[src/hw/rtl/float32_exp10_core_defines.svh]
// Assertion macros shared by the exponent core.
`ifndef FLOAT32_EXP10_CORE_DEFINES_SVH
`define FLOAT32_EXP10_CORE_DEFINES_SVH
// Same-cycle implication, sampled on the rising edge of clk outside reset.
`define E10_ASSERT_NOW(lbl, ante, cons, msg) \
    lbl: assert property (@(posedge clk) disable iff (!rst_n) (ante) |-> (cons)) \
        else $error(msg);
// Next-cycle implication, sampled on the rising edge of clk outside reset.
`define E10_ASSERT_NEXT(lbl, ante, cons, msg) \
    lbl: assert property (@(posedge clk) disable iff (!rst_n) (ante) |=> (cons)) \
        else $error(msg);
`endif

[src/hw/rtl/e10_pkg.sv]
// Shared types, constants and helper functions of the exponent core.
`default_nettype none
package e10_pkg;

    // Sideband word that travels with every operand through the pipeline.
    typedef struct packed {
        logic               vld;
        logic               spec;
        logic [31:0]        sval;
        logic signed [8:0]  n;
        logic [63:0]        r;
        logic [63:0]        aux;
    } e10_side_t;

    // Double-precision constants of the range reduction.
    localparam logic [63:0] LOG2_10 = $realtobits(3.321928094887362);
    localparam logic [63:0] LG2_HI  = $realtobits(0.3010299956640665);
    localparam logic [63:0] LG2_LO  = $realtobits(-8.532344317057107e-14);

    // Polynomial coefficients, constant term first.
    localparam logic [63:0] POLY_COEF [11] = '{
        $realtobits(1.0),
        $realtobits(2.3025850929940486),
        $realtobits(2.6509490552392045),
        $realtobits(2.034678592287247),
        $realtobits(1.171255148908203),
        $realtobits(5.393829313950126e-1),
        $realtobits(2.0699584957469658e-1),
        $realtobits(6.808909329404776e-2),
        $realtobits(1.959761565686179e-2),
        $realtobits(5.027633471110143e-3),
        $realtobits(1.1576553790747818e-3)
    };

    // Single-precision thresholds and fixed result patterns.
    localparam logic [30:0] UFL_MAG  = 31'h4235d277;
    localparam logic [30:0] OFL_MAG  = 31'h421a209b;
    localparam logic [31:0] INF_BITS = 32'h7f800000;
    localparam logic [31:0] ZERO_BITS = 32'h00000000;

    // Count of leading zeros in a 64-bit word (64 when the word is zero).
    function automatic logic [6:0] lzc64(input logic [63:0] v);
        logic [6:0] c;
        logic       found;
        c = 7'd64;
        found = 1'b0;
        for (int i = 63; i >= 0; i--) begin
            if (!found && v[i]) begin
                c = 7'(63 - i);
                found = 1'b1;
            end
        end
        return c;
    endfunction

endpackage
`default_nettype wire

[src/hw/rtl/e10_nround.sv]
// Two-stage rounding of x*log2(10) to an integer and its conversion to double.
`default_nettype none
module e10_nround
    import e10_pkg::*;
(
    input  logic        clk,
    input  logic        rst_n,
    input  logic        en,
    input  logic [63:0] t,
    input  e10_side_t   side_in,
    output e10_side_t   side_out
);

    logic [10:0]       te;
    logic [63:0]       tm;
    logic [5:0]        sh;
    logic [63:0]       mask;
    logic [63:0]       half;
    logic [63:0]       rem;
    logic [8:0]        q;
    logic signed [8:0] n_next;
    e10_side_t         s1_side_next;
    e10_side_t         s1_side_reg;

    logic [8:0]        mag;
    logic [6:0]        lz;
    logic [6:0]        shl;
    logic [63:0]       fr;
    logic [63:0]       nd_next;
    e10_side_t         s2_side_next;
    e10_side_t         s2_side_reg;

    // Stage one: round to nearest integer, ties to even, symmetric in sign.
    always_comb
    begin
        te   = t[62:52];
        tm   = {11'd0, 1'b1, t[51:0]};
        sh   = 6'(11'd1075 - te);
        mask = (64'd1 << sh) - 64'd1;
        half = 64'd1 << (sh - 6'd1);
        rem  = tm & mask;
        priority if (te < 11'd1022)
        begin
            q = 9'd0;
        end
        else if (te > 11'd1030)
        begin
            q = 9'h1ff;
        end
        else
        begin
            q = 9'(tm >> sh);
            if (rem > half || (rem == half && q[0]))
            begin
                q = q + 9'd1;
            end
        end
        n_next = t[63] ? -$signed(q) : $signed(q);
        s1_side_next   = side_in;
        s1_side_next.n = n_next;
    end

    always_ff @(posedge clk or negedge rst_n)
    begin
        if (!rst_n)
        begin
            s1_side_reg <= '0;
        end
        else if (en)
        begin
            s1_side_reg <= s1_side_next;
        end
    end

    // Stage two: convert the integer to double precision.
    always_comb
    begin
        mag = s1_side_reg.n[8] ? 9'(-s1_side_reg.n) : 9'(s1_side_reg.n);
        lz  = lzc64({55'd0, mag});
        shl = lz - 7'd11;
        fr  = {55'd0, mag} << shl;
        if (mag == 9'd0)
        begin
            nd_next = {s1_side_reg.n[8], 63'd0};
        end
        else
        begin
            nd_next = {s1_side_reg.n[8], 11'(11'd1086 - {4'd0, lz}), fr[51:0]};
        end
        s2_side_next     = s1_side_reg;
        s2_side_next.aux = nd_next;
    end

    always_ff @(posedge clk or negedge rst_n)
    begin
        if (!rst_n)
        begin
            s2_side_reg <= '0;
        end
        else if (en)
        begin
            s2_side_reg <= s2_side_next;
        end
    end

    assign side_out = s2_side_reg;

endmodule
`default_nettype wire

[config.mk]
export PLATFORM = sky130hd
export DESIGN_NAME = e10_nround
export DESIGN_NICKNAME = d
export VERILOG_FILES = /design/src/hw/rtl/float32_exp10_core_defines.svh /design/src/hw/rtl/e10_pkg.sv /design/src/hw/rtl/e10_nround.sv
export SDC_FILE = /design/constraint.sdc
export NUM_CORES = 1
export LEC_CHECK = 0
export CORE_ASPECT_RATIO = 2
export CORE_UTILIZATION = 45
export CTS_BUF_LIST = sky130_fd_sc_hd__clkbuf_2
export CTS_CLUSTER_DIAMETER = 30
export DETAILED_ROUTE_END_ITERATION = 6
export DONT_BUFFER_PORTS = 1
export GPL_TIMING_DRIVEN = 0
export MAX_ROUTING_LAYER = met4
export SETUP_SLACK_MARGIN = 0.02
export SYNTH_ARGS = -nofsm -noshare
export SYNTH_HDL_FRONTEND = slang
export SYNTH_SLANG_ARGS = --single-unit
[constraint.sdc]
create_clock -name clk -period 8.09 [get_ports clk]
set_input_delay 0.4045 -clock clk [delete_from_list [all_inputs] [get_ports clk]]
set_output_delay 0.4045 -clock clk [all_outputs]
set_load 0.005 [all_outputs]
=== Word-level counts from Yosys, hierarchy flattened ===
Cells that the tools add are included.

* Register bits: 278
* Input bits: 238
* Output and inout bits: 171
* Word-level logic and storage cells: 70

* Add/subtract/negate cells: 8
* $lt $le $gt $ge: 3
* Equal/unequal tests: 1
* Shift-type cells: 4
* Multiplexer cells: 23
* Bitwise logic cells: 1
* Reductions and logical operators: 19

{| class="wikitable"
|+ Operators by type and width
! kind !! count
|-
| $shl A1 B6 Y64 const A || 2
|-
| $and A53 B64 Y64 || 1
|-
| $eq A64 B64 Y1 || 1
|-
| $gt A64 B64 Y1 || 1
|-
| $sub A64 B1 Y64 const B || 1
|-
| $mux W63 || 1
|-
| $mux W7 || 9
|-
| $shr A53 B6 Y9 || 1
|-
| $shl A9 B7 Y52 || 1
|-
| $mux W9 || 5
|-
| $neg A9 Y9 || 2
|-
| $gt A11 B11 Y1 const B || 1
|-
| $lt A11 B10 Y1 const B || 1
|-
| $sub A11 B7 Y11 const A || 1
|-
| $add A9 B1 Y9 const B || 1
|-
| $logic_and A1 B1 Y1 || 9
|-
| $logic_not A9 Y1 || 1
|-
| $logic_not A1 Y1 || 8
|-
| $mux W1 || 8
|-
| $sub A7 B4 Y7 const B || 1
|-
| $sub A6 B1 Y6 const B || 1
|-
| $sub A6 B6 Y6 const A || 1
|-
| $logic_or A1 B1 Y1 || 1
|}

=== Longest topological paths before layout ===
* Word-level depth: 30
* Mapped depth: 38
* Depth with buffers taken out: 31

=== Worst setup path before layout ===
No wires, ideal clock.

* Kind: input to register
* From: in t[54]
* To: reg s1_side_reg[132] (netlist name)
* Library setup time: 0.077 ns
* Arrival: 7.261 ns
* Data required time: 8.013 ns
* Path slack: 0.752 ns
* Stages on the path: 37
* Buffers on the path: 8
* Cells stage by stage: buf_2 > inv_2 > buf_1 > ha_1 > buf_2 > buf_4 > buf_2 > buf_1 > clkbuf_1 > nor2_1 > and3_1 > inv_1 > ha_1 > o41ai_1 > or3_1 > buf_2 > a211o_1 > a31o_2 > a31oi_2 > mux2i_1 > a21oi_1 > nor2_1 > ha_1 > nand3_1 > o22ai_1 > or4b_1 > o21ai_2 > and2_2 > a21oi_1 > a21oi_1 > inv_1 > ha_1 > inv_1 > nand2_1 > o31a_1 > mux2_1 > a21oi_1

* Cells in the longest elaborated chain, start to end: 12
* Elaborated cells between the ends (all ways): 19
* Those cells by class: add/sub: 5; order compare: 3; eq/ne: 1; shift: 3; mux: 4; bitwise: 1; reduce/logical: 2

{| class="wikitable"
|+ Ends and longest elaborated chain
! item !! line !! source
|-
| from (decl) || e10_nround.sv:9 || <nowiki>input logic [63:0] t,</nowiki>
|-
| branches (longest 9 deep; another with $sub A64 B1 Y64) || - ||
|-
| $mux W9 (*) || e10_nround.sv:42 || <nowiki>priority if (te < 11'd1022)</nowiki>
|-
| $neg A9 Y9 || e10_nround.sv:58 || <nowiki>n_next = t[63] ? -$signed(q) : $signed(q);</nowiki>
|-
| $mux W9 (*) || e10_nround.sv:58 ||
|-
| to (signal assigned) || e10_nround.sv:71 || <nowiki>s1_side_reg <= s1_side_next;</nowiki>
|-
| to (decl) || e10_nround.sv:23 || <nowiki>e10_side_t s1_side_reg;</nowiki>
|}

Every way passes the cells marked *.
A chain may end at the register's enable or synchronous reset.

=== Worst setup path in the final report ===
Same ends and word-level chain as after synthesis.

==> run metrics <==
Post-Layout Cell Count=2193; setup violators final=0; Max FO, Critical Path=19; I/O pin cnt=409; chip width=139 um; Setup crit start=t[54]; first-pass GRT wire length=98.7 mm; Core ar.=0.0367 mm2; # rows=99; Final Max Slew Viols=0; Antenna Nets Post-Route=0; critical path class=in2reg; Inst Count DP=2002; EDFF count, synth=0; Via density=6.36; number of max-cap violations=0; Min-Delay Path Class=in2async; initial antenna violation count=2; Synth-to-Final Area Change=12.8%; clk_skew=0.0522 ns; final net count=1998; register clock-pin slew on the reported worst setup and hold paths=0.14 ns; post-synthesis compound-gate area fraction=11.9%; Post-Synth XOR/XNOR Area=1.87%; Syn. warnings=0; failing checks=design-rule violations; slew margin rel.=5.75%; most frequent CP cell=a21oi_1; PortBufs=0; clock period minus worst slack=7.79 ns; Vias=13900; GRT Util Overall=37.3%; Longest Clk Path Bufs=3; TritonCTS clock tree=done; WL final=68.4 mm; max reg flops=170; DR WL/cell=31.2 um; starting density of the core=45.8%; largest family of logic cells by synthesized area=multiplexers; Slew @ Worst Pin=1.41 ns; die area=0.0381 mm2; crit end category=flop; multi-input logic area=0.00927 mm2; Reg area=0.00693 mm2; flop-to-flop setup slack=3.16 ns; Main synth FF type=dfrtp_1; Synth Cell Area=0.0168 mm2; period utilisation layout=96.3%; Post-Synth Adder-Cell Area=4.47%; gpl congestion=1.08; die span in y=275 um; Synthesized Nets=1846; Max rail drop VDD=0.000181 V; FMAX=0.128 GHz; Final Hold Vio Count=0; Distinct cells, synth=91; CP Launch Type=primary input; vias in the first global route=14900; async set or reset register ratio after synthesis=100%; Hold Slack=0.196 ns; Clk Latency, worst-skew pair=0.83 ns; FF-to-FF Start=s1_side_reg[128]; Post-Syn Area per Cell=10.8 um2; number of fill cells=3332; global route overflow=0; status=complete, but fails checks; clk sink count=277; root buffer cell=clkbuf_2; Power Dens Cells=202 mW/mm2; CTS Buf Count=50; DR DRC count=30; detailed placement HPWL=53.8 mm; CP required=8.84 ns; FF+latch count, synth=277; Post-Synth Simple-Gate Area=13.3%; register area share after synthesis=41.3%; share of layout cells above drive strength 1=23.7%; Synth Instances=1548; multiplexer share of the synthesized area=23.4%; CP max stage delay=0.69 ns; cell leakage power=7.94 nW; first-pass iteration count of the detailed router=7; largest net degree at the start of global routing=278; unrepaired setup endpoints after global routing=false; Slowest-stage cell, CP=xnor2_2; Arrival @ worst endpoint=8.55 ns; # H-tree levels=2; DRT iter0 DRCs=844
-- worst max-delay path: cells and delay by family --
| kind | cells | cell delay, ns |
|---|---|---|
| compound gates | 9 | 1.71 |
| xor+xnor | 1 | 0.69 |
| fa+ha+maj | 3 | 0.75 |
| buf+inv | 8 | 1.84 |
| mux | 2 | 0.46 |
| simple gates | 9 | 2.64 |
-- timing repair --
item,4_1_cts,5_1_grt
hold endpoints to repair,388,0
hold buffers,102,0
setup endpoints to repair,9,4
gates resized for setup,9,5
setup buffers,0,0
-- final timing paths --
check / depth (start not counted) / to
max in group asynchronous: 3 / s1_side_reg[114]
max reg2reg: 15 / side_out[38]
max: 32 / s1_side_reg[132]
min in group clk: 4 / s1_side_reg[129]
min reg2reg: 1 / side_out[80]
min: 2 / s1_side_reg[140]
-- placed cells by master, fill, tap and decap left out, types with 7 or more instances in the layout --
cell type | synthesis | routed
xor2_1 | 11 | 10
dlygate4sd3_1 | 0 | 101
dfrtp_1 | 277 | 277
nand4_1 | 19 | 19
nand2_1 | 145 | 145
nand3_1 | 42 | 42
o2bb2ai_1 | 14 | 14
buf_2 | 16 | 13
mux4_2 | 48 | 48
ha_1 | 60 | 59
a31oi_1 | 11 | 11
nor2_1 | 83 | 82
o21ai_0 | 52 | 52
a22oi_1 | 7 | 7
buf_1 | 11 | 8
xnor2_1 | 23 | 22
clkbuf_1 | 52 | 51
a21o_1 | 9 | 9
a211o_1 | 7 | 7
mux2_2 | 215 | 215
a21oi_1 | 70 | 70
o31ai_1 | 7 | 7
clkbuf_2 | 0 | 73
and2_1 | 32 | 32
buf_6 | 8 | 9
a211oi_1 | 10 | 10
mux2i_1 | 39 | 39
nor2b_1 | 55 | 55
and3_1 | 11 | 11
buf_4 | 10 | 11
clkinv_1 | 1 | 12
nor3_1 | 26 | 26
inv_1 | 35 | 35
-- area by class of cell --
| class | instances | share of cell area [%] |
|---|---|---|
| flip-flops and latches | 277 | 36.6 |
| repair buffers | 103 | 5.63 |
| multi-input cells | 1135 | 49.0 |
| plain buffers | 94 | 2.55 |
| clock inverters | 17 | 0.509 |
| inverters | 39 | 0.787 |
| clock buffers | 72 | 1.90 |
| diodes | 2 | 0.0264 |
| well taps | 454 | 3.00 |
-- power breakdown --
part	internal [mW]	leakage [nW]	switching, mW
clock network	0.271	0.350	0.512
registers	1.56	3.36	0.167
logic	0.529	4.23	0.774
total	2.36	7.94	1.45
-- through the flow --
| stage | setup slack (ns) | total power, mW | util (%) | TNS, ns | area, um2 |
|---|---|---|---|---|---|
| after CTS | 0.0839 | 3.82 | 51.5 | 0 | 18900 |
| after floorplan | 0.752 | 2.56 | - | 0 | 16800 |
| final | 0.299 | 3.82 | 51.6 | 0 | 18900 |
| after global placement | -2.80 | 2.94 | 47.3 | -21.94 | 17400 |
| after detailed placement | -2.75 | 2.96 | 47.3 | -21.11 | 17400 |
| after global routing | 0.0419 | 4.02 | 51.6 | 0 | 18900 |
-- per-layer routing --
layer / part of all wire, % / global-route usage [%] / vias to the layer above
met4: 11 / 37.4 / 0
met2: 53 / 67.6 / 732
met5: 0 / - / -
met3: 7.1 / 8.83 / 318
li1: - / - / 6014
met1: 29 / 30.1 / 6879
-- cell usage after synthesis, drive strengths merged (14+ instances only) --
library cell	count	share of area, %
o21ai	60	1.8
mux2	218	15
nand3	42	1.3
inv	38	0.85
nand4	19	0.71
nor2b	55	2.0
buf	45	1.7
ha	60	4.5
nor3	27	0.83
xnor2	24	1.3
o2bb2ai	14	0.73
clkbuf	52	1.2
dfrtp	277	41
a21oi	72	2.2
nor2	84	1.9
mux2i	39	2.3
mux4	48	6.4
and2	34	1.3
nand2	145	3.2
-- cells by family (layout without fill, tap and decap cells) --
logic type,Yosys count,in the layout
and+or+nand+nor,452,452
buffers and inverters,136,325
xor gates and xnor gates,35,35
AOI/OAI and AO/OA,283,283
other,0,2
adders and majority gates,60,60
muxes,305,305
DFF,277,277
No activity file was read; power rests on OpenSTA's default activity.
