**src/hw/rtl/float32_exp10_core_defines.svh**
```systemverilog
// Assertion macros shared by the exponent core.
`ifndef FLOAT32_EXP10_CORE_DEFINES_SVH
`define FLOAT32_EXP10_CORE_DEFINES_SVH
// Same-cycle implication, sampled on the rising edge of clk outside reset.
`define E10_ASSERT_NOW(lbl, ante, cons, msg) \
    lbl: assert property (@(posedge clk) disable iff (!rst_n) (ante) |-> (cons)) \
        else $error(msg);
// Next-cycle implication, sampled on the rising edge of clk outside reset.
`define E10_ASSERT_NEXT(lbl, ante, cons, msg) \
    lbl: assert property (@(posedge clk) disable iff (!rst_n) (ante) |=> (cons)) \
        else $error(msg);
`endif

```
**src/hw/rtl/e10_pkg.sv**
```systemverilog
// Shared types, constants and helper functions of the exponent core.
`default_nettype none
package e10_pkg;

    // Sideband word that travels with every operand through the pipeline.
    typedef struct packed {
        logic               vld;
        logic               spec;
        logic [31:0]        sval;
        logic signed [8:0]  n;
        logic [63:0]        r;
        logic [63:0]        aux;
    } e10_side_t;

    // Double-precision constants of the range reduction.
    localparam logic [63:0] LOG2_10 = $realtobits(3.321928094887362);
    localparam logic [63:0] LG2_HI  = $realtobits(0.3010299956640665);
    localparam logic [63:0] LG2_LO  = $realtobits(-8.532344317057107e-14);

    // Polynomial coefficients, constant term first.
    localparam logic [63:0] POLY_COEF [11] = '{
        $realtobits(1.0),
        $realtobits(2.3025850929940486),
        $realtobits(2.6509490552392045),
        $realtobits(2.034678592287247),
        $realtobits(1.171255148908203),
        $realtobits(5.393829313950126e-1),
        $realtobits(2.0699584957469658e-1),
        $realtobits(6.808909329404776e-2),
        $realtobits(1.959761565686179e-2),
        $realtobits(5.027633471110143e-3),
        $realtobits(1.1576553790747818e-3)
    };

    // Single-precision thresholds and fixed result patterns.
    localparam logic [30:0] UFL_MAG  = 31'h4235d277;
    localparam logic [30:0] OFL_MAG  = 31'h421a209b;
    localparam logic [31:0] INF_BITS = 32'h7f800000;
    localparam logic [31:0] ZERO_BITS = 32'h00000000;

    // Count of leading zeros in a 64-bit word (64 when the word is zero).
    function automatic logic [6:0] lzc64(input logic [63:0] v);
        logic [6:0] c;
        logic       found;
        c = 7'd64;
        found = 1'b0;
        for (int i = 63; i >= 0; i--) begin
            if (!found && v[i]) begin
                c = 7'(63 - i);
                found = 1'b1;
            end
        end
        return c;
    endfunction

endpackage
`default_nettype wire

```
**src/hw/rtl/e10_fadd.sv**
```systemverilog
// Four-stage double-precision adder, round to nearest even.
`default_nettype none
module e10_fadd
    import e10_pkg::*;
(
    input  logic        clk,
    input  logic        rst_n,
    input  logic        en,
    input  logic [63:0] a,
    input  logic [63:0] b,
    input  e10_side_t   side_in,
    output logic [63:0] sum,
    output e10_side_t   side_out
);

    logic         a_big;
    logic [63:0]  big_reg;
    logic [63:0]  sml_reg;
    logic [10:0]  d_reg;
    logic         zsign1_reg;
    e10_side_t    s1_side_reg;

    logic [55:0]  ms;
    logic [55:0]  al;
    logic         stk_al;
    logic [56:0]  mb57;
    logic [56:0]  add_next;
    logic [56:0]  add_reg;
    logic [10:0]  e2_reg;
    logic         sign2_reg;
    logic         zsign2_reg;
    e10_side_t    s2_side_reg;

    logic [6:0]   lz_full;
    logic [56:0]  add3_reg;
    logic [5:0]   lz_reg;
    logic [10:0]  e3_reg;
    logic         sign3_reg;
    logic         zsign3_reg;
    e10_side_t    s3_side_reg;

    logic [55:0]  nrm;
    logic [11:0]  e12;
    logic [52:0]  mant;
    logic         up;
    logic [53:0]  m54;
    logic [11:0]  e_fin;
    logic [63:0]  sum_next;
    logic [63:0]  sum_reg;
    e10_side_t    s4_side_reg;

    // Stage one: order the operands by magnitude.
    assign a_big = a[62:0] >= b[62:0];

    always_ff @(posedge clk)
    begin
        if (en)
        begin
            big_reg    <= a_big ? a : b;
            sml_reg    <= a_big ? b : a;
            d_reg      <= a_big ? (a[62:52] - b[62:52]) : (b[62:52] - a[62:52]);
            zsign1_reg <= a[63] & b[63];
        end
    end

    // Stage two: align the smaller significand and add or subtract.
    always_comb
    begin
        ms = {sml_reg[62:52] != 11'd0, sml_reg[51:0], 3'b000};
        if (d_reg >= 11'd56)
        begin
            al     = 56'd0;
            stk_al = |ms;
        end
        else
        begin
            al     = ms >> d_reg;
            stk_al = |(ms & ~({56{1'b1}} << d_reg));
        end
        al[0] = al[0] | stk_al;
        mb57 = {1'b0, big_reg[62:52] != 11'd0, big_reg[51:0], 3'b000};
        if (big_reg[63] ^ sml_reg[63])
        begin
            add_next = mb57 - {1'b0, al};
        end
        else
        begin
            add_next = mb57 + {1'b0, al};
        end
    end

    always_ff @(posedge clk)
    begin
        if (en)
        begin
            add_reg    <= add_next;
            e2_reg     <= big_reg[62:52];
            sign2_reg  <= big_reg[63];
            zsign2_reg <= zsign1_reg;
        end
    end

    // Stage three: leading-zero search for the normalising shift.
    assign lz_full = lzc64({add_reg[55:0], 8'hff});

    always_ff @(posedge clk)
    begin
        if (en)
        begin
            add3_reg   <= add_reg;
            lz_reg     <= lz_full[5:0];
            e3_reg     <= e2_reg;
            sign3_reg  <= sign2_reg;
            zsign3_reg <= zsign2_reg;
        end
    end

    // Stage four: normalise and round.
    always_comb
    begin
        if (add3_reg[56])
        begin
            nrm = {add3_reg[56:2], add3_reg[1] | add3_reg[0]};
            e12 = {1'b0, e3_reg} + 12'd1;
        end
        else
        begin
            nrm = add3_reg[55:0] << lz_reg;
            e12 = {1'b0, e3_reg} - {6'd0, lz_reg};
        end
        mant  = nrm[55:3];
        up    = nrm[2] & ((|nrm[1:0]) | mant[0]);
        m54   = {1'b0, mant} + {53'd0, up};
        e_fin = e12 + {11'd0, m54[53]};
        if (add3_reg == 57'd0)
        begin
            sum_next = {zsign3_reg, 63'd0};
        end
        else
        begin
            sum_next = {sign3_reg, e_fin[10:0], m54[53] ? 52'd0 : m54[51:0]};
        end
    end

    always_ff @(posedge clk)
    begin
        if (en)
        begin
            sum_reg <= sum_next;
        end
    end

    // Sideband words follow the data stage by stage.
    always_ff @(posedge clk or negedge rst_n)
    begin
        if (!rst_n)
        begin
            s1_side_reg <= '0;
            s2_side_reg <= '0;
            s3_side_reg <= '0;
            s4_side_reg <= '0;
        end
        else if (en)
        begin
            s1_side_reg <= side_in;
            s2_side_reg <= s1_side_reg;
            s3_side_reg <= s2_side_reg;
            s4_side_reg <= s3_side_reg;
        end
    end

    assign sum      = sum_reg;
    assign side_out = s4_side_reg;

endmodule
`default_nettype wire

```
**config.mk**
```make
export PLATFORM = sky130hd
export DESIGN_NAME = e10_fadd
export DESIGN_NICKNAME = d
export VERILOG_FILES = /design/src/hw/rtl/float32_exp10_core_defines.svh /design/src/hw/rtl/e10_pkg.sv /design/src/hw/rtl/e10_fadd.sv
export SDC_FILE = /design/constraint.sdc
export NUM_CORES = 2
export LEC_CHECK = 0
export BUFFER_PORTS_ARGS = -buffer_cell sky130_fd_sc_hd__buf_2
export CORE_ASPECT_RATIO = 0.7
export CORE_MARGIN = 2
export CORE_UTILIZATION = 50
export CTS_BUF_LIST = sky130_fd_sc_hd__clkbuf_16
export CTS_CLUSTER_SIZE = 20
export DETAILED_ROUTE_END_ITERATION = 10
export GPL_TIMING_DRIVEN = 1
export PLACE_DENSITY = 0.73
export SLEW_MARGIN = 15
export SYNTH_ARGS = -nofsm -noshare
export SYNTH_HDL_FRONTEND = slang
export SYNTH_SLANG_ARGS = --single-unit
```
**constraint.sdc**
```tcl
create_clock -name clk -period 6.26 [get_ports clk]
set_clock_uncertainty 0.05 [all_clocks]
set_input_delay 0.313 -clock clk [delete_from_list [all_inputs] [get_ports clk]]
set_output_delay 0.313 -clock clk [all_outputs]
set_load 0.005 [all_outputs]
```
Yosys cells after proc, flatten, opt, wreduce, memory -nomap -nowiden. Cells that the tools add are included.

Add/sub/neg operators: 8. $mul: 0. Div/mod/pow operators: 0. Magnitude comparators: 2. Equal/unequal tests: 0. Shifts and indexed selects: 3. Muxes and demuxes: 121. Bitwise logic cells: 9. Reduce and logical (&&, ||, !) cells: 119.

Operator list (number): two-way mux 64 bit (3); two-way mux 6 bit (31); two-way mux 56 bit (2); two-way mux 5 bit (16); greater-or-equal comparator 63 bit (1); adder 56 x 56 -> 57 bit (1); logical NOT 57 bit (1); two-way mux 1 bit (57); two-way mux 57 bit (1); subtractor 56 x 56 -> 57 bit (1); AND 56 bit (1); inverter 56 bit (1); OR reduction 56 bit (1); left shift 56 x 11 -> 56 bit (first input constant) (1); left shift 56 x 6 -> 56 bit (1); >> shifter 56 x 11 -> 56 bit (1); logical AND 1 bit (55); logical NOT 1 bit (55); adder 53 x 1 -> 54 bit (1); OR reduction 53 bit (1); two-way mux 52 bit (1); two-way mux 4 bit (8); OR reduction 25 bit (1); two-way mux 11 bit (2); 12 further kinds (18).

Register bits: 1034. Bits in latches: 0. Bits in writable memories: 0. Memory bits (read-only): 0. Input bits: 302. Output and inout port bits: 235. Logic and storage cells: 304. Memories kept: 0.

Longest topological paths before layout.
Depth after elaboration: 168. Mapped depth: 32. Mapped depth without buffers: 27.

Least setup slack after synthesis. No wires, ideal clock.

Path type: register to register. Start: register d_reg[0]. End: register add_reg[48] (data pin). Setup time: 266 ps. Arrival: 6372 ps. Required time: 5944 ps. Path slack: -428 ps. Stages on the path, launching flop included: 31. Buffers on the path: 6. Period minus slack after synthesis: 6688 ps. Cells stage by stage: edfxtp_1 -> buf_2 -> clkbuf_1 -> clkbuf_1 -> clkbuf_1 -> clkbuf_1 -> mux2_2 -> nor2_1 -> a21oi_1 -> nand2_1 -> nand2_1 -> nand2_1 -> o21ai_0 -> nor2_1 -> o32a_1 -> ha_1 -> clkbuf_1 -> nor2_1 -> a221oi_1 -> a21oi_1 -> o2111ai_1 -> a2111oi_0 -> a2111oi_0 -> nor2_1 -> a211oi_1 -> nor2b_1 -> nor2_1 -> nor2_1 -> a2111oi_0 -> o21ai_0 -> xnor2_1.

Cells in the longest elaborated chain, start to end: 8. Elaborated cells on any way between the ends: 12. Classes of those cells: add/sub (2); order compare (1); shift (2); mux (3); bitwise (3); reduce/logical (1).

Ends and longest elaborated chain: from (decl) (RTL line e10_fadd.sv:19) `logic [10:0] d_reg;`; from (signal assigned) (RTL line e10_fadd.sv:61) `d_reg <= a_big ? (a[62:52] - b[62:52]) : (b[62:52] - a[62:52]);`; left shift 56 x 11 -> 56 bit (RTL line e10_fadd.sv:78) `stk_al = |(ms & ~({56{1'b1}} << d_reg));`; inverter 56 bit (RTL line e10_fadd.sv:78); AND 56 bit (RTL line e10_fadd.sv:78); OR reduction 56 bit (RTL line e10_fadd.sv:78); two-way mux 1 bit (RTL line e10_fadd.sv:70) `if (d_reg >= 11'd56)`; bitwise OR 1 bit (RTL line e10_fadd.sv:80) `al[0] = al[0] | stk_al;`; adder 56 x 56 -> 57 bit / subtractor 56 x 56 -> 57 bit (equally long branches) (RTL line e10_fadd.sv:88, e10_fadd.sv:84); two-way mux 57 bit * (RTL line e10_fadd.sv:82) `if (big_reg[63] ^ sml_reg[63])`; via add_next[48] (RTL line e10_fadd.sv:27) `logic [56:0] add_next;`; to (signal assigned) (RTL line e10_fadd.sv:96) `add_reg <= add_next;`; to (decl) (RTL line e10_fadd.sv:28) `logic [56:0] add_reg;`.

The timed path passes the listed nets; every way through them passes the cells marked *. A chain may end at the register's enable or synchronous reset.

Worst setup path in the final report.
Start: register d_reg[9]. End: register add_reg[55] (data pin).

Same word-level chain as after synthesis.

==> impl_metrics.py <==
metrics = {
    "cells_and_area": {
        "fin_cells": 7615,
        "nNetsFinal": 6493,
        "drive_gt1_share_pct": 33.1,
        "post-route-util_pct": 62.4,
        "syn_to_final_growth_pct": 23.9,
    },
    "detailed_routing": {
        "wl_um": 186000,
        "highest_layer": "met5",
        "dr_wl_met2_um": 82000,
        "route.met3.wl_um": 19900,
        "drt-pass1-iter-count": 6,
        "m1WireLength_um": 79800,
        "postRouteAntennaNets": 0,
        "vias": 45000,
        "wl_per_cell_um": 24.5,
        "drt_iter0_markers": 5520,
        "via_per_inst": 5.90,
        "drc": 0,
    },
    "sta": {
        "drv_slew": 0,
        "fin_ws_ps": 101,
        "fin_crit_sh_pct": 98.4,
        "holdWs_ps": 54.7,
        "setup_viol": 0,
        "max-slew-margin-rel_pct": 9.50,
        "period_needed_ps": 6160,
        "max_freq_mhz": 162,
        "tightest_slew_ps": 1350,
        "finalHoldViolations": 0,
    },
    "critical_path": {
        "worst_ep_required_time_ps": 6640,
        "crit_path_end_kind": "flip-flop",
        "crit_arrival_ps": 6540,
        "critPathMaxStageDelay_ps": 470,
        "reg2reg_from": "d_reg[9]$_DFFE_PP_",
        "path_class": "reg -> reg",
        "timing.rr.end": "add_reg[55]$_DFFE_PP_",
        "ff2ff_setup_slack_ps": 100,
        "cpMaxStageDelayCell": "a221o_1",
        "startpoint_type": "flip-flop",
        "crit_fanout": 7,
        "r2r_cells": 30,
    },
    "synthesis": {
        "synth_compound_area_share_pct": 10.0,
        "synthDominantCellAreaShare_pct": 30.2,
        "yosysWarnings": 0,
        "ys_ff_latch": 1034,
        "synth.cell_area_sq_mm": 0.0568,
        "yosysTopAreaCell": "dfrtp_1",
        "seq_area_frac_synth_pct": 48.7,
        "synth_xor_area_share_pct": 2.04,
        "syn_inst": 4959,
        "yosysMostFrequentCell": "mux2_2",
        "synth-simple-area-share_pct": 9.22,
        "ys_types": 90,
        "ys_top_cells_by_area": "dfrtp_1 (30%), edfxtp_1 (19%), mux2_2 (16%), ha_1 (4.3%), mux4_2 (4.0%)",
        "syn_area_per_cell_sq_um": 11.4,
        "synth_mux_area_share_pct": 22.1,
        "synth_common_cells": "mux2_2 (800), dfrtp_1 (684), nand2_1 (406), edfxtp_1 (350), nor2_1 (322)",
        "ys_async_sr_fraction_pct": 66.2,
        "synthAdderAreaFrac_pct": 4.46,
        "synth_top_family_by_area": "multiplexers",
        "synth_fp_nets": 5460,
        "yosys_most_used_dff": "dfrtp_1",
        "synth_enable_flop_cells": 350,
    },
    "power": {
        "switchingPower_mw": 6.51,
        "p_seq_share_pct": 44.2,
        "power.internal_mw": 13.9,
        "p_clk_share_pct": 28.9,
        "swShare_pct": 31.9,
        "p_per_area_mw_per_mm2": 290,
        "ir_worst_vdd_uv": 262,
        "pwr-share-comb_pct": 26.9,
        "power_leakage_nw": 30.1,
    },
    "global_routing": {
        "first_global_vias": 44500,
        "grt_util_all_layers_pct": 31.3,
        "antenna_found_initial": 19,
        "gr-total-overflow": 0,
        "grt_max_degree": 204,
        "grt_pass1_wl_um": 278000,
    },
    "clocking": {
        "clk_path_buf_depth": 3,
        "cts_root_buffer": "clkbuf_16",
        "clock_sinks": 1034,
        "cts-buffers-inserted": 97,
        "htree_levels": 3,
        "clock_latency_ps": 720,
        "cts_tree": "built",
        "clk_transition_reported_paths_ps": 70,
    },
    "placement": {
        "dp_slack_ps": -55.3,
        "dp_cells": 7045,
        "gp_congestion": 1.02,
        "port_buffers": 536,
        "dp_hpwl_um": 133000,
    },
    "min_path": {
        "min_to": "sum[6]$_SDFFCE_PP0P_",
        "worstHoldPathType": "in -> reg",
        "holdCritStartpoint": "en",
        "holdPathStages": 1,
    },
    "floorplanning": {
        "die_area_sq_mm": 0.116,
        "fp-row-count": 103,
        "die_h_um": 286,
        "die_width_um": 407,
        "start_util_pct": 50.4,
        "core_sq_mm": 0.113,
        "ios": 537,
    },
    "flow_run": {
        "maxCapViolCount": 0,
    },
    "run_status": {
        "status": "finished, final reports clean",
    },
}
kinds of logic (layout without fill, tap and decap cells):
family,count (synthesis),count (layout)
XOR/XNOR,132,132
multiplexers,1031,1031
flip-flops,1034,1034
AO/OA/AOI/OAI,914,914
AND/OR/NAND/NOR,1144,1144
buffers and inverters,504,1618
other,0,20
adder cells (fa/ha/maj),200,200
routing by layer:
metal,up-vias,track usage (%)
met4,4,7.66
met1,22400,44.3
li1,20100,-
met5,-,0
met3,289,9.50
met2,2168,47.1
worst max path at each step:
stage / start / cells after the start / slack (ps) / to
global placement: d_reg[8]$_DFFE_PP_ / 26 / -100 / add_reg[48]$_DFFE_PP_
global route: sml_reg[53]$_DFFE_PP_ / 25 / -50 / add_reg[55]$_DFFE_PP_
floorplan: d_reg[8]$_DFFE_PP_ / 26 / 20 / add_reg[48]$_DFFE_PP_
finish: d_reg[9]$_DFFE_PP_ / 30 / 100 / add_reg[55]$_DFFE_PP_
detailed placement: d_reg[7]$_DFFE_PP_ / 29 / -60 / add_reg[55]$_DFFE_PP_
CTS: d_reg[8]$_DFFE_PP_ / 27 / -6 / add_reg[48]$_DFFE_PP_
layout by cell type, fill, tap and decap left out, drive strengths merged, types with 42 or more instances in the layout:
master,n
o21bai,42
a21o,53
nand3,69
clkinv,54
dlygate4sd3,354
mux2i,131
nor2,322
mux4,100
clkbuf,104
nor3,69
xor2,42
mux2,800
dfrtp,684
edfxtp,350
nand2b,48
nor4,59
inv,241
buf,858
xnor2,90
nand2,408
ha,195
a21oi,254
o21ai,271
critical path, delay by kind of cell, from the launching register on:
family / cells / cell delay, ps
adder cells (fa/ha/maj): 2 / 400
multiplexers: 1 / 160
AND/OR/NAND/NOR: 4 / 600
flip-flops: 1 / 440
AO/OA/AOI/OAI: 15 / 3080
buffers and inverters: 8 / 1110
power by group through the flow:
stage               Clock (mW)  Combinational (mW)  Sequential [mW]
global placement             0                4.95             9.00
global route              6.27                5.86             9.11
CTS                       5.96                5.26             8.94
detailed placement           0                5.00             9.06
floorplan                    0                3.03             8.79
finish                    5.90                5.49             9.00
layout make-up:
cell class	count	area, sq um
multi-input cells	3421	27700
diodes	20	50.0
repair buffers	1216	9090
well taps	1522	1900
fillers	8689	42300
inverters	222	833
clock inverters	80	647
clock buffers	100	2500
flip-flops and latches	1034	27600
repair_timing:
| item | 4_1_cts | 5_1_grt |
|---|---|---|
| endpoints found under the setup margin | 6 | 15 |
| hold endpoints to repair | 357 | 0 |
| resized for setup | 6 | 92 |
| hold buffers | 354 | 0 |
| pin swaps | 1 | 31 |
| cloned | 0 | 4 |
| buffers inserted | 1 | 10 |
through the flow:
step	instance area, sq um	total power, mW	TNS (ps)
global route	70300	21.2	-113
detailed placement	62900	14.1	-274
CTS	69600	20.2	-12.1
floorplan	56800	11.8	0
finish	70300	20.4	0
global placement	62900	14.0	-446
Power figures use the tool's default switching activity.
