[src/hw/rtl/float32_exp10_core_defines.svh]
// Assertion macros shared by the exponent core.
`ifndef FLOAT32_EXP10_CORE_DEFINES_SVH
`define FLOAT32_EXP10_CORE_DEFINES_SVH
// Same-cycle implication, sampled on the rising edge of clk outside reset.
`define E10_ASSERT_NOW(lbl, ante, cons, msg) \
    lbl: assert property (@(posedge clk) disable iff (!rst_n) (ante) |-> (cons)) \
        else $error(msg);
// Next-cycle implication, sampled on the rising edge of clk outside reset.
`define E10_ASSERT_NEXT(lbl, ante, cons, msg) \
    lbl: assert property (@(posedge clk) disable iff (!rst_n) (ante) |=> (cons)) \
        else $error(msg);
`endif

[src/hw/rtl/e10_pkg.sv]
// Shared types, constants and helper functions of the exponent core.
`default_nettype none
package e10_pkg;

    // Sideband word that travels with every operand through the pipeline.
    typedef struct packed {
        logic               vld;
        logic               spec;
        logic [31:0]        sval;
        logic signed [8:0]  n;
        logic [63:0]        r;
        logic [63:0]        aux;
    } e10_side_t;

    // Double-precision constants of the range reduction.
    localparam logic [63:0] LOG2_10 = $realtobits(3.321928094887362);
    localparam logic [63:0] LG2_HI  = $realtobits(0.3010299956640665);
    localparam logic [63:0] LG2_LO  = $realtobits(-8.532344317057107e-14);

    // Polynomial coefficients, constant term first.
    localparam logic [63:0] POLY_COEF [11] = '{
        $realtobits(1.0),
        $realtobits(2.3025850929940486),
        $realtobits(2.6509490552392045),
        $realtobits(2.034678592287247),
        $realtobits(1.171255148908203),
        $realtobits(5.393829313950126e-1),
        $realtobits(2.0699584957469658e-1),
        $realtobits(6.808909329404776e-2),
        $realtobits(1.959761565686179e-2),
        $realtobits(5.027633471110143e-3),
        $realtobits(1.1576553790747818e-3)
    };

    // Single-precision thresholds and fixed result patterns.
    localparam logic [30:0] UFL_MAG  = 31'h4235d277;
    localparam logic [30:0] OFL_MAG  = 31'h421a209b;
    localparam logic [31:0] INF_BITS = 32'h7f800000;
    localparam logic [31:0] ZERO_BITS = 32'h00000000;

    // Count of leading zeros in a 64-bit word (64 when the word is zero).
    function automatic logic [6:0] lzc64(input logic [63:0] v);
        logic [6:0] c;
        logic       found;
        c = 7'd64;
        found = 1'b0;
        for (int i = 63; i >= 0; i--) begin
            if (!found && v[i]) begin
                c = 7'(63 - i);
                found = 1'b1;
            end
        end
        return c;
    endfunction

endpackage
`default_nettype wire

[src/hw/rtl/e10_pack.sv]
// Output stage: scaling by 2^n, single-precision rounding and special results.
`default_nettype none
module e10_pack
    import e10_pkg::*;
(
    input  logic        clk,
    input  logic        rst_n,
    input  logic        en,
    input  logic [63:0] p,
    input  e10_side_t   side_in,
    output logic [31:0] res,
    output e10_side_t   side_out
);

    logic [10:0]        e_eff;
    logic [63:0]        m;
    logic signed [13:0] fe;
    logic [31:0]        base;
    logic [6:0]         sh;
    logic [63:0]        mask;
    logic [63:0]        half;
    logic [63:0]        rem;
    logic [31:0]        q;
    logic [31:0]        bits;
    logic [31:0]        res_next;
    logic [31:0]        res_reg;
    e10_side_t          side_reg;

    // Scale, round once to single and apply the special cases.
    always_comb
    begin
        e_eff = (p[62:52] == 11'd0) ? 11'd1 : p[62:52];
        m     = {11'd0, p[62:52] != 11'd0, p[51:0]};
        fe    = $signed({3'b000, e_eff}) + 14'(side_in.n) - 14'sd896;
        if (fe >= 14'sd1)
        begin
            base = {fe[8:0] - 9'd1, 23'd0};
            sh   = 7'd29;
        end
        else
        begin
            base = 32'd0;
            sh   = (fe < -14'sd30) ? 7'd61 : 7'(14'sd30 - fe);
        end
        mask = (64'd1 << sh[5:0]) - 64'd1;
        half = 64'd1 << (sh[5:0] - 6'd1);
        rem  = m & mask;
        if (sh > 7'd60)
        begin
            q = 32'd0;
        end
        else
        begin
            q = 32'(m >> sh[5:0]);
            if (rem > half || (rem == half && q[0]))
            begin
                q = q + 32'd1;
            end
        end
        bits = base + q;
        priority if (side_in.spec)
        begin
            res_next = side_in.sval;
        end
        else if (m == 64'd0)
        begin
            res_next = ZERO_BITS;
        end
        else if (fe >= 14'sd255 || bits >= INF_BITS)
        begin
            res_next = INF_BITS;
        end
        else
        begin
            res_next = bits;
        end
    end

    always_ff @(posedge clk)
    begin
        if (en)
        begin
            res_reg <= res_next;
        end
    end

    always_ff @(posedge clk or negedge rst_n)
    begin
        if (!rst_n)
        begin
            side_reg <= '0;
        end
        else if (en)
        begin
            side_reg <= side_in;
        end
    end

    assign res      = res_reg;
    assign side_out = side_reg;

endmodule
`default_nettype wire

[config.mk]
export PLATFORM = sky130hd
export DESIGN_NAME = e10_pack
export DESIGN_NICKNAME = d
export VERILOG_FILES = /design/src/hw/rtl/float32_exp10_core_defines.svh /design/src/hw/rtl/e10_pkg.sv /design/src/hw/rtl/e10_pack.sv
export SDC_FILE = /design/constraint.sdc
export NUM_CORES = 1
export LEC_CHECK = 0
export ABC_AREA = 1
export ABC_CLOCK_PERIOD_IN_PS = 900
export BUFFER_PORTS_ARGS = -buffer_cell sky130_fd_sc_hd__buf_2
export CAP_MARGIN = 20
export CORE_ASPECT_RATIO = 1.25
export CORE_MARGIN = 2
export CORE_UTILIZATION = 50
export CTS_CLUSTER_SIZE = 8
export DETAILED_ROUTE_END_ITERATION = 16
export MAX_ROUTING_LAYER = met4
export PLACE_DENSITY = 0.8
export SETUP_SLACK_MARGIN = 0.1
export SYNTH_ARGS = -nofsm -noshare
export SYNTH_HDL_FRONTEND = slang
export SYNTH_SLANG_ARGS = --single-unit
export TNS_END_PERCENT = 10
[constraint.sdc]
create_clock -name clk -period 0.9 [get_ports clk]
set_clock_uncertainty 0.15 [all_clocks]
set_input_delay 0.09 -clock clk [delete_from_list [all_inputs] [get_ports clk]]
set_output_delay 0.09 -clock clk [all_outputs]
set_load 0.05 [all_outputs]
==> results.json, run 1 <==
{
  "outcome": "aborted with a tool error",
  "haltStage": "global routing",
  "tool.error": "[ERROR GRT-0116] Global routing finished with congestion. Check the congestion regions in the DRC Viewer.",
  "clk_path_buf_depth": 3,
  "synthXorXnorAreaFrac_pct": 1.84,
  "start_util_pct": 51.0,
  "synth_compound_area_share_pct": 4.25,
  "grt-ovfl-total": 431,
  "ys_seq_area_share_pct": 30.5,
  "syn_area_per_cell_sq_um": 7.27,
  "synth_top_area_share_pct": 24.9,
  "die_w_um": 170,
  "synth_top_family_by_area": "simple AND/OR/NAND/NOR gates",
  "place.gp.congestion": 1.11,
  "ys_warn_count": 0,
  "ys_ff_latch": 203,
  "syn_area_sq_um": 17200,
  "cts.sinks": 203,
  "async_flop_share_pct": 84.2,
  "dp_slack_ps": -9130,
  "grt_max_degree": 50,
  "htreeDepth": 1,
  "numCtsBuffers": 29,
  "synth_ff_type": "dfrtp_1",
  "std_cell_rows": 75,
  "grt_pass1_wl_mm": 218,
  "port_buffers": 439,
  "synth_cells": 2363,
  "synthAdderAreaFrac_pct": 6.98,
  "ctsRootBufferMaster": "clkbuf_16",
  "synthTopCellsByArea": "dfrtp_1, nand2_1, mux2_2",
  "dp_hpwl_mm": 70.9,
  "post_synth_num_cell_types": 55,
  "grt_usage_pct": 85.6,
  "synth_mux_area_share_pct": 11.1,
  "die_y_um": 211,
  "ios": 441,
  "grt_pass1_vias": 31600,
  "yosys.area_share.simple_pct": 36.6,
  "synth_edf_count": 32,
  "synth_top_area_cell": "dfrtp_1"
}
cells in the mapped netlist, drive strengths merged (3+ instances only):
library cell / count
a21oi: 64
dfrtp: 171
clkinv: 3
clkbuf: 47
o21bai: 4
nand4: 103
nor3: 43
or4: 3
o21ai: 39
xor2: 30
edfxtp: 32
o21a: 5
nand3: 382
nor4: 22
o2111ai: 3
a211oi: 4
nor2: 187
ha: 91
inv: 240
buf: 63
a31oi: 3
mux2: 168
a21o: 3
fa: 3
xnor2: 6
nand2: 627
cell families after synthesis:
family,Yosys count
DFF,203
adders and majority gates,94
other,2
xor gates and xnor gates,36
AOI/OAI and AO/OA,130
buffers and inverters,353
and+or+nand+nor,1376
muxes,169
per-stage QoR:
| stage | hold WS, ps | util (%) | area, sq um | TNS, ps | instances |
|---|---|---|---|---|---|
| CTS | -238 | 85.7 | 28900 | -355810 | 3946 |
| detailed placement | -182 | 72.1 | 24300 | -338400 | 3690 |
| global placement | -182 | 72.1 | 24300 | -325930 | 3690 |
| floorplan | -356 | - | 17500 | -311020 | 2379 |
repair_timing:
action,4_1_cts
setup buffers,38
pin swaps,84
hold buffers,171
resized for setup,494
endpoints found under the setup margin,404
endpoints found under the hold margin,374
gates cloned,4
per-layer routing:
metal  GRT overflow  track usage [%]
met2            203             98.3
met4            176             90.5
met1             30             82.4
met5              -                -
met3             22             70.4
==> run 2, diff against run 1 <==
--- a/config.mk
+++ b/config.mk
@@ -6,17 +6,13 @@
 export NUM_CORES = 1
 export LEC_CHECK = 0
 export ABC_AREA = 1
-export ABC_CLOCK_PERIOD_IN_PS = 900
+export ABC_CLOCK_PERIOD_IN_PS = 1200
 export BUFFER_PORTS_ARGS = -buffer_cell sky130_fd_sc_hd__buf_2
 export CAP_MARGIN = 20
-export CORE_ASPECT_RATIO = 1.25
 export CORE_MARGIN = 2
-export CORE_UTILIZATION = 50
-export CTS_CLUSTER_SIZE = 8
+export CORE_UTILIZATION = 35
 export DETAILED_ROUTE_END_ITERATION = 16
-export MAX_ROUTING_LAYER = met4
-export PLACE_DENSITY = 0.8
-export SETUP_SLACK_MARGIN = 0.1
+export PLACE_DENSITY_LB_ADDON = 0.15
 export SYNTH_ARGS = -nofsm -noshare
 export SYNTH_HDL_FRONTEND = slang
 export SYNTH_SLANG_ARGS = --single-unit
==> constraint.sdc (replaced) <==
create_clock -name clk -period 1.2 [get_ports clk]
set_clock_uncertainty 0.15 [all_clocks]
set_input_delay 0.12 -clock clk [delete_from_list [all_inputs] [get_ports clk]]
set_output_delay 0.12 -clock clk [all_outputs]
set_load 0.05 [all_outputs]
==> run 2 against run 1 <==
The flow now finishes, with violations (hold timing, setup timing). Synthesized cell count unchanged. Area after synthesis stayed put.
==> results.json, run 2 <==
{
  "place.gp.congestion": 0.972,
  "ctsRootBufferMaster": "clkbuf_16",
  "placed_cell_area_sq_um": 23900,
  "setup_tns_ps": -263640,
  "hold_viol": 14,
  "fmaxAchievable_mhz": 114,
  "cap_violations": 0,
  "p_sw_mw": 16.9,
  "drtAntennaViolNets": 0,
  "synth_top_area_share_pct": 24.9,
  "r2r_end": "side_out[53]$_DFFE_PN0P_",
  "critPathSlowestCell": "or4_4",
  "layout_common_cells": "nand2_1, buf_4, nand3_1, buf_2, buf_6",
  "drtIter0Drc": 1527,
  "syn2layout_area_growth_pct": 69.3,
  "synthTopCellsByCount": "nand2_1, nand3_1, inv_1, dfrtp_1, mux2_2",
  "max_slew_margin_pct": 60.6,
  "start_util_pct": 35.3,
  "wl_per_cell_um": 19.0,
  "synth_edf_count": 32,
  "setup_ws_ps": -7570,
  "ys_ff_latch": 203,
  "hold_class": "primary input to async pin",
  "grt_usage_pct": 29.9,
  "grt_pass1_vias": 21900,
  "grt_max_degree": 50,
  "synth_top_area_cell": "dfrtp_1",
  "ys_seq_area_share_pct": 30.5,
  "critPathMaxStageDelay_ps": 560,
  "final_max_slew_viol_count": 0,
  "cts.hold.buffers_added": 173,
  "fin_nets": 3828,
  "antenna_found_initial": 3,
  "crit_type": "primary input to flip-flop",
  "reg2regPathDepth": 1,
  "worstMarginPinSlew_ps": 591,
  "numCtsBuffers": 22,
  "outcome": "complete, but fails checks",
  "swShare_pct": 44.0,
  "clock_latency_ps": 530,
  "worstPathArrival_ps": 8900,
  "p_leak_nw": 14.7,
  "violations": "hold timing, setup timing",
  "fin_cells": 4137,
  "synthTopCellsByArea": "dfrtp_1, nand2_1, mux2_2",
  "clk_path_buf_depth": 3,
  "route.detailed.drc": 0,
  "htreeDepth": 1,
  "end_kind": "flip-flop",
  "drive_gt1_share_pct": 42.0,
  "dieArea_sq_um": 50900,
  "dp_hpwl_mm": 58.9,
  "setup_viol": 234,
  "firstDrtPassIters": 6,
  "layout_commonest_cell": "nand2_1",
  "critPathRequiredTime_ps": 1330,
  "synth_cells": 2363,
  "cts.sinks": 203,
  "clkPwrFrac_pct": 17.7,
  "async_flop_share_pct": 84.2,
  "dp_slack_ps": -8600,
  "power_frac_seq_pct": 21.9,
  "utilization_pct": 59.8,
  "coreArea_sq_um": 48600,
  "rsz0062_at_grt": "true",
  "die_y_um": 226,
  "whs_ps": -79.1,
  "ios": 441,
  "vias": 21400,
  "syn_area_sq_um": 17200,
  "dp_cells": 3848,
  "ir_drop_mv": 1.40,
  "ys_warn_count": 0,
  "intPower_mw": 21.4,
  "p_total_mw": 38.3,
  "cts_tree": "built",
  "syn_area_per_cell_sq_um": 7.27,
  "fin_crit_ps": 8770,
  "power_frac_comb_pct": 60.4,
  "die_w_um": 226,
  "rr_startpoint": "side_out[53]$_DFFE_PN0P_",
  "largest_reg_flops": 171,
  "grt_pass1_wl_mm": 119,
  "viasPerCell": 5.16,
  "clkTransAtPathRegs_ps": 60,
  "yosysMostFrequentCell": "nand2_1",
  "design_area_sq_um": 29100,
  "wirelength_mm": 78.5,
  "post_synth_num_cell_types": 55,
  "cp_common_cell": "nand2_1",
  "cp_max_fo": 6,
  "synth_ff_type": "dfrtp_1",
  "regToRegSetupSlack_ps": 190,
  "port_buffers": 439,
  "grt-ovfl-total": 0,
  "fin_crit_sh_pct": 731,
  "powerDensity_nw_per_um2": 1320,
  "startpoint_type": "primary input",
  "std_cell_rows": 81
}
## run 2: cell counts after synthesis
No cell type changed its count.
## run 2: power by group through the flow
stage                     Combinational, mW  Clock, mW  Sequential (mW)
after CTS                              22.3       6.84             8.32
final                                  23.2       6.78             8.37
after detailed placement               19.6          0             8.26
after global placement                 19.5          0             8.22
after floorplan                        8.76          0             10.9
after global routing                   24.8       7.17             8.44
## run 2: worst max-delay path: cells and delay by family
kind                     cells  cell delay (ps)
AO/OA/AOI/OAI               11             1470
XOR/XNOR                     1              160
adder cells (fa/ha/maj)      5             1250
buffers and inverters        9              950
AND/OR/NAND/NOR             38             4900
## run 2: metal layers
metal	track usage [%]	up-vias	share of wire, %	routed length (um)
li1	-	10200	-	-
met3	4.99	221	6.4	5020
met1	36.9	10100	40	31600
met4	13.0	2	5.1	3970
met5	0	-	0.011	9
met2	51.2	843	48	37800
## run 2: worst max-delay path by stage
| stage | from | to | slack, ps |
|---|---|---|---|
| after CTS | p[56] | res[16]$_DFFE_PP_ | -7300 |
| after detailed placement | p[53] | res[19]$_DFFE_PP_ | -8600 |
| after global routing | p[56] | res[27]$_DFFE_PP_ | -8160 |
| after global placement | p[53] | res[12]$_DFFE_PP_ | -8370 |
| final | p[56] | res[27]$_DFFE_PP_ | -7570 |
| after floorplan | p[53] | res[12]$_DFFE_PP_ | -7830 |
## run 2: layout make-up
cell class | count | area (sq um)
Antenna cell | 4 | 10.0
Clock buffer | 32 | 628
Sequential cell | 203 | 5240
Tap cell | 622 | 778
Multi-Input combinational cell | 1825 | 11400
Fill cell | 4155 | 19600
Timing Repair Buffer | 1201 | 9980
Inverter | 243 | 937
Clock inverter | 7 | 81.3
## run 2: kinds of logic after synthesis
logic type,count (synthesis),synth area share (%)
and+or+nand+nor,1376,36.6
DFF,203,30.5
xor gates and xnor gates,36,1.84
adders and majority gates,94,6.98
AOI/OAI and AO/OA,130,4.25
other,2,0.0437
buffers and inverters,353,8.74
muxes,169,11.1
## run 2: what timing repair did
action | 4_1_cts | 5_1_grt
buffers inserted | 60 | 11
pin swaps | 94 | 25
setup endpoints to repair | 234 | 255
gates cloned | 4 | 1
gates resized for setup | 552 | 50
hold endpoints to repair | 378 | 14
Power figures use the tool's default switching activity.
==> run 3, diff against run 2 <==
--- a/config.mk
+++ b/config.mk
@@ -6,13 +6,15 @@
 export NUM_CORES = 1
 export LEC_CHECK = 0
 export ABC_AREA = 1
-export ABC_CLOCK_PERIOD_IN_PS = 1200
+export ABC_CLOCK_PERIOD_IN_PS = 10500
 export BUFFER_PORTS_ARGS = -buffer_cell sky130_fd_sc_hd__buf_2
 export CAP_MARGIN = 20
 export CORE_MARGIN = 2
 export CORE_UTILIZATION = 35
 export DETAILED_ROUTE_END_ITERATION = 16
+export MAX_ROUTING_LAYER = met4
 export PLACE_DENSITY_LB_ADDON = 0.15
+export SKIP_LAST_GASP = 1
 export SYNTH_ARGS = -nofsm -noshare
 export SYNTH_HDL_FRONTEND = slang
 export SYNTH_SLANG_ARGS = --single-unit
==> constraint.sdc (replaced) <==
create_clock -name clk -period 10.5 [get_ports clk]
set_clock_uncertainty 0.15 [all_clocks]
set_input_delay 1.05 -clock clk [delete_from_list [all_inputs] [get_ports clk]]
set_output_delay 1.05 -clock clk [all_outputs]
set_load 0.05 [all_outputs]
==> run 3 against run 2 <==
The flow now finishes without violations. Sequential power down 89%. Sequential cell count unchanged. Die area unchanged. Clock power down 88%. Register-to-register slack better by 9400 ps. Sequential share of layout area up 4.8 points. Worst hold slack better by 430 ps. Global-route usage down 3.4 points. Via count down 10%. Clock-buffer cell count down 2. Largest cell class unchanged.
==> results.json, run 3 (synthesis results as in run 2) <==
{
  "design_area_sq_um": 23000,
  "cap_violations": 0,
  "critPathMaxStageDelay_ps": 540,
  "dp_cells": 3582,
  "grt-ovfl-total": 0,
  "grt_pass1_wl_mm": 102,
  "numCtsBuffers": 23,
  "vias": 19200,
  "worstMarginPinSlew_ps": 1070,
  "place.gp.congestion": 1.01,
  "firstDrtPassIters": 8,
  "power_frac_seq_pct": 24.4,
  "whs_ps": 349,
  "worstPathArrival_ps": 10450,
  "rsz0062_at_grt": "true",
  "ir_drop_mv": 0.127,
  "layout_commonest_cell": "nand2_1",
  "fin_crit_ps": 10340,
  "swShare_pct": 46.4,
  "wl_per_cell_um": 18.8,
  "hold_class": "flip-flop to flip-flop",
  "port_buffers": 439,
  "std_cell_rows": 81,
  "startpoint_type": "primary input",
  "die_y_um": 226,
  "drtIter0Drc": 1866,
  "cts_tree": "built",
  "p_sw_mw": 1.76,
  "grt_usage_pct": 26.5,
  "regToRegSetupSlack_ps": 9550,
  "cp_max_fo": 7,
  "power_frac_comb_pct": 54.9,
  "antenna_found_initial": 1,
  "fin_cells": 3649,
  "clkTransAtPathRegs_ps": 60,
  "critPathRequiredTime_ps": 10610,
  "setup_viol": 0,
  "clock_latency_ps": 530,
  "setup_tns_ps": 0,
  "fmaxAchievable_mhz": 96.7,
  "hold_viol": 0,
  "cts.sinks": 203,
  "clkPwrFrac_pct": 20.8,
  "layout_common_cells": "nand2_1, buf_2, nand3_1, buf_4, inv_1",
  "end_kind": "flip-flop",
  "dp_hpwl_mm": 55.3,
  "max_slew_margin_pct": 28.9,
  "syn2layout_area_growth_pct": 33.8,
  "ctsRootBufferMaster": "clkbuf_16",
  "dieArea_sq_um": 50900,
  "critPathSlowestCell": "or4_4",
  "fin_nets": 3342,
  "clk_path_buf_depth": 3,
  "coreArea_sq_um": 48600,
  "outcome": "finished clean",
  "die_w_um": 226,
  "htreeDepth": 1,
  "viasPerCell": 5.26,
  "final_max_slew_viol_count": 0,
  "p_leak_nw": 11.8,
  "placed_cell_area_sq_um": 21500,
  "powerDensity_nw_per_um2": 165,
  "wirelength_mm": 68.8,
  "fillers": 4977,
  "route.detailed.drc": 0,
  "largest_reg_flops": 171,
  "cp_common_cell": "nand2_1",
  "intPower_mw": 2.04,
  "grt_pass1_vias": 18600,
  "crit_type": "primary input to flip-flop",
  "ios": 441,
  "grt_max_degree": 137,
  "drive_gt1_share_pct": 35.9,
  "cts.hold.buffers_added": 0,
  "fin_crit_sh_pct": 98.4,
  "start_util_pct": 35.3,
  "drtAntennaViolNets": 0
}
-- run 3: changes by cell type in the layout (fill, tap and decap cells not counted), moves of 16 or more --
cell | before | now
buf_4 | 555 | 265
buf_6 | 217 | 8
buf_2 | 232 | 437
dlygate4sd3_1 | 172 | 0
buf_12 | 21 | 1
nand3_1 | 354 | 370
-- run 3: power groups by stage --
stage                     logic (mW)  registers [mW]  clock network (mW)
after detailed placement        1.96           0.940                   0
after floorplan                0.969            1.24                   0
after global placement          1.95           0.938                   0
after CTS                       1.97           0.927               0.813
final                           2.09           0.926               0.790
after global routing            2.25           0.937               0.843
-- run 3: layout make-up --
cell class	instances	area (sq um)	share of cell area (%)
clock inverters	11	109	0.474
multi-input cells	1825	11000	47.7
inverters	243	917	3.99
clock buffers	30	643	2.80
diodes	1	2.50	0.0109
repair buffers	714	4330	18.8
well taps	622	778	3.39
flip-flops and latches	203	5240	22.8
-- run 3: critical path: cells and delay by family --
family | cells | cell delay (ps)
xor gates and xnor gates | 2 | 310
AOI/OAI and AO/OA | 10 | 1310
buffers and inverters | 14 | 1600
and+or+nand+nor | 38 | 5020
adders and majority gates | 5 | 1120
-- run 3: path summary, 6_finish.rpt --
check / depth (start not counted) / end / start
worst max-delay path: 69 / res[4]$_DFFE_PP_ / p[53]
worst min-delay path: 1 / side_out[18]$_DFFE_PN0P_ / side_out[18]$_DFFE_PN0P_
worst max register to register: 1 / side_out[123]$_DFFE_PN0P_ / side_out[123]$_DFFE_PN0P_
worst min register to register: 1 / side_out[18]$_DFFE_PN0P_ / side_out[18]$_DFFE_PN0P_
max in group asynchronous: 2 / side_out[20]$_DFFE_PN0P_ / rst_n
min in group asynchronous: 1 / side_out[76]$_DFFE_PN0P_ / rst_n
-- run 3: repair_timing --
item | CTS | global route
pin swaps | 0 | 67
endpoints found under the setup margin | 31 | 31
buffers inserted | 0 | 20
gates cloned | 0 | 4
resized for setup | 5 | 113
-- run 3: metrics by stage --
stage | power, mW | utilization [%] | setup WS (ps)
after floorplan | 2.21 | - | 72.5
after global placement | 2.89 | 44.3 | -547
after detailed placement | 2.90 | 44.3 | -689
after CTS | 3.71 | 45.9 | 49.4
after global routing | 4.03 | 47.2 | -389
final | 3.80 | 47.2 | 164
-- run 3: layer usage --
layer	share of wire [%]	routed length, um	global-route usage [%]
met1	42	29100	33.4
met2	47	32500	43.5
met3	7.3	5000	4.51
met4	3.2	2190	8.12
met5	0	0	-
